## config.mk

```make
export PLATFORM = sky130hd
export DESIGN_NAME = lle_out_buf_flat
export DESIGN_NICKNAME = d
export VERILOG_FILES = /design/src/hdl/lle_pkg.sv /design/src/hdl/lle_if.sv /design/src/hdl/lle_out_buf.sv /design/src/flat_wrapper.sv
export VERILOG_INCLUDE_DIRS = /design/src /design/src/hdl
export SDC_FILE = /design/constraint.sdc
export NUM_CORES = 1
export LEC_CHECK = 0
export BUFFER_PORTS_ARGS = -buffer_cell sky130_fd_sc_hd__clkbuf_2
export CORE_ASPECT_RATIO = 0.9
export CORE_MARGIN = 1
export CORE_UTILIZATION = 47
export DETAILED_ROUTE_END_ITERATION = 7
export PLACE_DENSITY = 0.75
export REMOVE_ABC_BUFFERS = 1
export SLEW_MARGIN = 10
export SYNTH_ARGS = -nofsm -noshare
export SYNTH_HDL_FRONTEND = slang
export SYNTH_SLANG_ARGS = --single-unit
```

## constraint.sdc

```tcl
create_clock -name clock -period 13.7 [get_ports clock]
set_input_delay 2.055 -clock clock [delete_from_list [all_inputs] [get_ports clock]]
set_output_delay 2.055 -clock clock [all_outputs]
set_load 0.05 [all_outputs]
```

## src/hdl/assert_macros.svh

```systemverilog
// assertion helpers shared by the rtl files
`ifndef ASSERT_MACROS_SVH
`define ASSERT_MACROS_SVH

// property checked on every rising edge, masked while reset is high
`define LLE_ASSERT_RST(lbl, clk, rst, prop, msg) \
   lbl: assert property (@(posedge clk) disable iff (rst) prop) else $error(msg);

// property checked on every rising edge, reset included
`define LLE_ASSERT_ALWAYS(lbl, clk, prop, msg) \
   lbl: assert property (@(posedge clk) prop) else $error(msg);

`endif

```

## src/hdl/lle_pkg.sv

```systemverilog
`timescale 1ns / 1ps
// ----------------------------------------------------------------------------
// lle_pkg
// shared types, register indexes and saturation helper of the lineshape block
// ----------------------------------------------------------------------------
package lle_pkg;

   localparam int FRAC_STEPS   = 32;
   localparam int QUOT_STEPS   = 34;
   localparam int NUM_PARTIALS = 4;

   typedef logic [1:0] csr_index_type;

   localparam csr_index_type CSR_PEAK_POSITION = 2'd0;
   localparam csr_index_type CSR_LORENTZ_WIDTH = 2'd1;
   localparam csr_index_type CSR_PEAK_HEIGHT   = 2'd2;
   localparam csr_index_type CSR_GRADIENTS_ON  = 2'd3;

   // partial slots
   localparam int P_POS_RE   = 0;
   localparam int P_POS_IM   = 1;
   localparam int P_WIDTH_RE = 2;
   localparam int P_WIDTH_IM = 3;

   typedef struct packed {
      logic valid;
      logic neg;
   } fsb_type;

   typedef struct packed {
      logic                    valid;
      logic [32:0]             fre_mag;
      logic                    fre_neg;
      logic [32:0]             fim_mag;
      logic                    fim_neg;
      logic signed [31:0]      dh_re;
      logic signed [31:0]      dh_im;
      logic [NUM_PARTIALS-1:0] p_neg;
   } qsb_type;

   typedef struct packed {
      logic signed [31:0] fit_re;
      logic signed [31:0] fit_im;
      logic signed [31:0] dpos_re;
      logic signed [31:0] dpos_im;
      logic signed [31:0] dwidth_re;
      logic signed [31:0] dwidth_im;
      logic signed [31:0] dheight_re;
      logic signed [31:0] dheight_im;
      logic               overflow;
   } res_type;

   // signed saturation of a magnitude, bit 32 flags saturation
   function automatic logic [32:0] sat32(input logic [33:0] mag, input logic neg);
      logic [32:0] r;
      if (neg) begin
         if (mag > 34'h0_8000_0000) r = {1'b1, 32'h8000_0000};
         else r = {1'b0, 32'(32'd0 - mag[31:0])};
      end else begin
         if (mag > 34'h0_7FFF_FFFF) r = {1'b1, 32'h7FFF_FFFF};
         else r = {1'b0, mag[31:0]};
      end
      return r;
   endfunction

endpackage

```

## src/hdl/lle_if.sv

```systemverilog


interface lle_rsp_if;
   logic               valid;
   logic               ready;
   logic signed [31:0] fit_re;
   logic signed [31:0] fit_im;
   logic signed [31:0] dpos_re;
   logic signed [31:0] dpos_im;
   logic signed [31:0] dwidth_re;
   logic signed [31:0] dwidth_im;
   logic signed [31:0] dheight_re;
   logic signed [31:0] dheight_im;
   logic               overflow;

   modport source (output valid, output fit_re, output fit_im, output dpos_re,
                   output dpos_im, output dwidth_re, output dwidth_im,
                   output dheight_re, output dheight_im, output overflow,
                   input ready);
   modport sink (input valid, input fit_re, input fit_im, input dpos_re,
                 input dpos_im, input dwidth_re, input dwidth_im,
                 input dheight_re, input dheight_im, input overflow,
                 output ready);
endinterface

```

## src/hdl/lle_out_buf.sv

```systemverilog
`timescale 1ns / 1ps
`include "assert_macros.svh"
// ----------------------------------------------------------------------------
// lle_out_buf
// output register with skid entry; room drops when the skid entry is taken
// ----------------------------------------------------------------------------
module lle_out_buf (
   input  logic              clock,
   input  logic              reset,
   input  logic              push,
   input  lle_pkg::res_type  push_data,
   output logic              room,
   lle_rsp_if.source         rsp_chan
);

   logic             main_valid_ff, main_valid_in;
   logic             skid_valid_ff, skid_valid_in;
   lle_pkg::res_type main_ff, main_in;
   lle_pkg::res_type skid_ff, skid_in;
   logic             pop;

   assign pop  = main_valid_ff && rsp_chan.ready;
   assign room = !skid_valid_ff;

   always_comb begin
      main_valid_in = main_valid_ff;
      skid_valid_in = skid_valid_ff;
      main_in       = main_ff;
      skid_in       = skid_ff;
      if (pop || !main_valid_ff) begin
         if (skid_valid_ff) begin
            main_valid_in = 1'b1;
            main_in       = skid_ff;
            skid_valid_in = push;
            skid_in       = push_data;
         end else begin
            main_valid_in = push;
            main_in       = push_data;
         end
      end else if (push) begin
         skid_valid_in = 1'b1;
         skid_in       = push_data;
      end
   end

   always_ff @(posedge clock) begin
      if (reset) begin
         main_valid_ff <= 1'b0;
         skid_valid_ff <= 1'b0;
      end else begin
         main_valid_ff <= main_valid_in;
         skid_valid_ff <= skid_valid_in;
      end
   end

   always_ff @(posedge clock) begin
      main_ff <= main_in;
      skid_ff <= skid_in;
   end

   assign rsp_chan.valid      = main_valid_ff;
   assign rsp_chan.fit_re     = main_ff.fit_re;
   assign rsp_chan.fit_im     = main_ff.fit_im;
   assign rsp_chan.dpos_re    = main_ff.dpos_re;
   assign rsp_chan.dpos_im    = main_ff.dpos_im;
   assign rsp_chan.dwidth_re  = main_ff.dwidth_re;
   assign rsp_chan.dwidth_im  = main_ff.dwidth_im;
   assign rsp_chan.dheight_re = main_ff.dheight_re;
   assign rsp_chan.dheight_im = main_ff.dheight_im;
   assign rsp_chan.overflow   = main_ff.overflow;

   `LLE_ASSERT_RST(a_no_push_when_full, clock, reset, push |-> !skid_valid_ff, "push into full buffer")
   `LLE_ASSERT_RST(a_skid_behind_main, clock, reset, skid_valid_ff |-> main_valid_ff, "skid without main")
   `LLE_ASSERT_RST(a_drain_empty, clock, reset, (pop && !push && !skid_valid_ff) |=> !main_valid_ff, "drain kept data")

endmodule

```

## src/flat_wrapper.sv

```systemverilog
// flat-port wrapper written by rule: the top's interface ports become plain ports
module lle_out_buf_flat 
  (clock, reset, push, push_data, room, rsp_chan_valid, rsp_chan_fit_re, rsp_chan_fit_im, rsp_chan_dpos_re, rsp_chan_dpos_im, rsp_chan_dwidth_re, rsp_chan_dwidth_im, rsp_chan_dheight_re, rsp_chan_dheight_im, rsp_chan_overflow, rsp_chan_ready);
  lle_rsp_if rsp_chan_i ();
  input  logic clock;
  input  logic reset;
  input  logic push;
  input  lle_pkg::res_type push_data;
  output logic room;
  output wire logic [$bits(rsp_chan_i.valid)-1:0] rsp_chan_valid;
  output wire logic [$bits(rsp_chan_i.fit_re)-1:0] rsp_chan_fit_re;
  output wire logic [$bits(rsp_chan_i.fit_im)-1:0] rsp_chan_fit_im;
  output wire logic [$bits(rsp_chan_i.dpos_re)-1:0] rsp_chan_dpos_re;
  output wire logic [$bits(rsp_chan_i.dpos_im)-1:0] rsp_chan_dpos_im;
  output wire logic [$bits(rsp_chan_i.dwidth_re)-1:0] rsp_chan_dwidth_re;
  output wire logic [$bits(rsp_chan_i.dwidth_im)-1:0] rsp_chan_dwidth_im;
  output wire logic [$bits(rsp_chan_i.dheight_re)-1:0] rsp_chan_dheight_re;
  output wire logic [$bits(rsp_chan_i.dheight_im)-1:0] rsp_chan_dheight_im;
  output wire logic [$bits(rsp_chan_i.overflow)-1:0] rsp_chan_overflow;
  input wire logic [$bits(rsp_chan_i.ready)-1:0] rsp_chan_ready;
  assign rsp_chan_valid = rsp_chan_i.valid;
  assign rsp_chan_fit_re = rsp_chan_i.fit_re;
  assign rsp_chan_fit_im = rsp_chan_i.fit_im;
  assign rsp_chan_dpos_re = rsp_chan_i.dpos_re;
  assign rsp_chan_dpos_im = rsp_chan_i.dpos_im;
  assign rsp_chan_dwidth_re = rsp_chan_i.dwidth_re;
  assign rsp_chan_dwidth_im = rsp_chan_i.dwidth_im;
  assign rsp_chan_dheight_re = rsp_chan_i.dheight_re;
  assign rsp_chan_dheight_im = rsp_chan_i.dheight_im;
  assign rsp_chan_overflow = rsp_chan_i.overflow;
  assign rsp_chan_i.ready = rsp_chan_ready;
  lle_out_buf u_core (.clock(clock), .reset(reset), .push(push), .push_data(push_data), .room(room), .rsp_chan(rsp_chan_i));
endmodule
```

==> qor.yml <==
outcome:
  status: "finished clean"
sta:
  final_layout_setup_total_negative_slack_ns: 0
  setup_viol_count_final: 0
  slew-limit-headroom_pct: 14.5
  post-route-worst-setup-slack_ns: 9.26
  timing_max_transition_violations_final: 0
  post-route-period-util_pct: 32.4
  final-hold-violation-count: 0
  unrepaired_setup_endpoints_after_global_routing: "false"
  min_period_ns: 4.44
  finalClockSkew_ns: 0.0175
  worstMarginPinSlew_ns: 1.28
  maximum_frequency_from_static_timing_analysis_ghz: 0.225
route:
  num_vias: 9642
  detail_route.drc_violations: 0
  post_drt_wl_per_cell_um: 20.7
  wl_um: 40300
  detailedRoute.firstIterationViolations: 460
  detail_route.vias_per_cell: 4.96
  final_antenna_net_count: 0
  number_of_search_and_repair_iterations_in_the_first_detailed_routing_pass: 4
finish:
  fillers: 2966
  post_route_cells_drive_above_1_share_pct: 61.7
  design_area_um2: 24300
  final_cell_mix: "sky130_fd_sc_hd__clkbuf_2 (519), sky130_fd_sc_hd__edfxtp_1 (514), sky130_fd_sc_hd__mux2_4 (197), sky130_fd_sc_hd__mux2_2 (60), sky130_fd_sc_hd__clkbuf_16 (53)"
  layout-area-overhead-vs-synth_pct: 25.2
  finish.net_count: 1624
  most_common_library_cell_in_the_layout_ignoring_fill_and_taps: "sky130_fd_sc_hd__clkbuf_2"
job:
  max_cap_viol_count: 0
power:
  power_per_cell_area_nw_per_um2: 158
  worst_ir_drop_vdd_uv: 118
  power_leakage_nw: 9.71
clock_tree:
  postCtsSetupBuffers: 0
  clk_pin_slew_ns: 0.06
  cts_repair_resize_count: 0
  cts_tree: "yes"
  worst_skew_pair.late_latency_ns: 0.57
  tritoncts.num_buffers: 52
  cts-hold-fix-buffers: 0
  cts.sink_count: 516
  maximum_root_to_sink_buffer_count: 3
  ctsRootBufferMaster: "sky130_fd_sc_hd__clkbuf_16"
  cts_htree_levels: 2
setup_path:
  critical_path_peak_fanout: 182
  cp-end-kind: "register"
  timing.critical_path.cells: "clkbuf_2, nor2b_1, nand2_1, o21ai_4, buf_12, buf_4"
  worst-r2r-setup-slack_ns: 10.49
  arrival_ns: 4.63
  critical-path-slowest-cell: "sky130_fd_sc_hd__buf_4"
  crit_type: "input port to register"
  worstPathRequired_ns: 13.89
  cpPeakStageDelay_ns: 0.90
  cp-start-kind: "input port"
yosys:
  synth.yosys.seq_area_share_pct: 79.6
  yosys_cell_types: 15
  ys_ff_latch: 516
  synth_area_um2: 19400
  yosysWarningCount: 0
  syn_inst: 811
  syn-mean-instance-area_um2: 24.0
global_routing:
  grt_max_degree: 183
  via_count_of_the_first_global_routing_pass: 9998
  wire_length_of_the_first_global_routing_pass_um: 59100
  track_usage_pct: 18.6
  grt.overflow.total: 0
  number_of_antenna_violations_at_the_first_check_in_global_routing: 7
die:
  dieWidth_um: 216
  fp.dieH_um: 195
  rows: 70
  die_area_um2: 42200
  initial_utilization_pct: 47.7
  floorplan.core_area_um2: 40700
  boundaryPins: 520
hold_path:
  hold_class: "register to register"
place:
  place_congestion: 0.800
  placed_area_um2: 22500
  detailedPlace.worstSlack_ns: 8.46
  place_hpwl_um: 27100
  place.port_buffers: 519
[stage by stage]
step,power [mW],cells,hold slack (ns),utilization (%)
6_report,3.85,1944,0.543,59.8
3_3_place_gp,2.38,1849,0.529,55.3
3_5_place_dp,2.39,1849,0.531,55.3
2_1_floorplan,2.29,782,0.524,-
4_1_cts,3.89,1941,0.545,59.7
5_1_grt,3.97,1944,0.548,59.8
[registers in the layout, summed over array words and instances (netlist names), 32 cells and up]
name / flops
u_core.skid_ff: 257
u_core.rsp_chan.dheight_im: 32
u_core.rsp_chan.dheight_re: 32
u_core.rsp_chan.dpos_im: 32
u_core.rsp_chan.dpos_re: 32
u_core.rsp_chan.dwidth_im: 32
u_core.rsp_chan.dwidth_re: 32
u_core.rsp_chan.fit_im: 32
u_core.rsp_chan.fit_re: 32
[metal layers]
layer	GRT usage (%)	up-vias	wire (µm)
li1	-	4355	-
met3	6.56	91	3560
met2	30.5	396	19400
met4	8.48	8	1500
met5	0	-	54
met1	22.1	4792	15700
[power breakdown]
| part | leakage [nW] | switching, mW | internal [mW] |
|---|---|---|---|
| clock | 0.889 | 0.575 | 0.929 |
| sequential | 5.03 | 0.0278 | 1.85 |
| combinational | 3.79 | 0.338 | 0.133 |
[cell type report]
class,count,area [µm²],share of cell area [%]
Inverter,2,15.0,0.0617
Multi-Input combinational cell,264,3680,15.1
Tap cell,540,676,2.78
Timing Repair Buffer,527,2670,11.0
Antenna cell,3,7.51,0.0308
Sequential cell,516,15500,63.6
Clock inverter,27,414,1.70
Clock buffer,65,1400,5.76
[synth_stat cells]
cell	n	area share [%]
sky130_fd_sc_hd__mux2_4	197	15
sky130_fd_sc_hd__buf_6	21	1.2
sky130_fd_sc_hd__a21oi_1	1	0.026
sky130_fd_sc_hd__buf_2	6	0.15
sky130_fd_sc_hd__mux2_2	60	3.5
sky130_fd_sc_hd__nand2_1	1	0.019
sky130_fd_sc_hd__o21ai_1	1	0.026
sky130_fd_sc_hd__nor2_1	1	0.019
sky130_fd_sc_hd__dfxtp_1	2	0.21
sky130_fd_sc_hd__nor2b_1	1	0.032
sky130_fd_sc_hd__buf_8	2	0.15
sky130_fd_sc_hd__inv_1	2	0.039
sky130_fd_sc_hd__nor3_1	1	0.026
sky130_fd_sc_hd__edfxtp_1	514	79
sky130_fd_sc_hd__o21ai_0	1	0.026
[critical path, delay by kind of cell]
family,cells,cell delay (ns)
buf+inv,3,1.53
simple gates,2,0.76
compound gates,1,0.12
[cells by family (layout without fill, tap and decap cells)]
| group | count (synthesis) | after routing | synth area share, % |
|---|---|---|---|
| DFF | 516 | 516 | 79.6 |
| and+or+nand+nor | 4 | 4 | 0.0965 |
| buffers and inverters | 31 | 621 | 1.56 |
| AOI/OAI and AO/OA | 3 | 3 | 0.0771 |
| other | 0 | 3 | 0 |
| muxes | 257 | 257 | 18.7 |
[worst paths after layout]
kind | start | end | cells after the start
worst min-delay path | u_core.skid_ff[130] | u_core.rsp_chan.dpos_im[1] | 1
worst min register to register | u_core.skid_ff[130] | u_core.rsp_chan.dpos_im[1] | 1
worst max register to register | u_core.rsp_chan.valid | u_core.skid_ff[228] | 5
worst max-delay path | rsp_chan_ready | u_core.skid_ff[228] | 6
(Power assumes the default switching activity.)
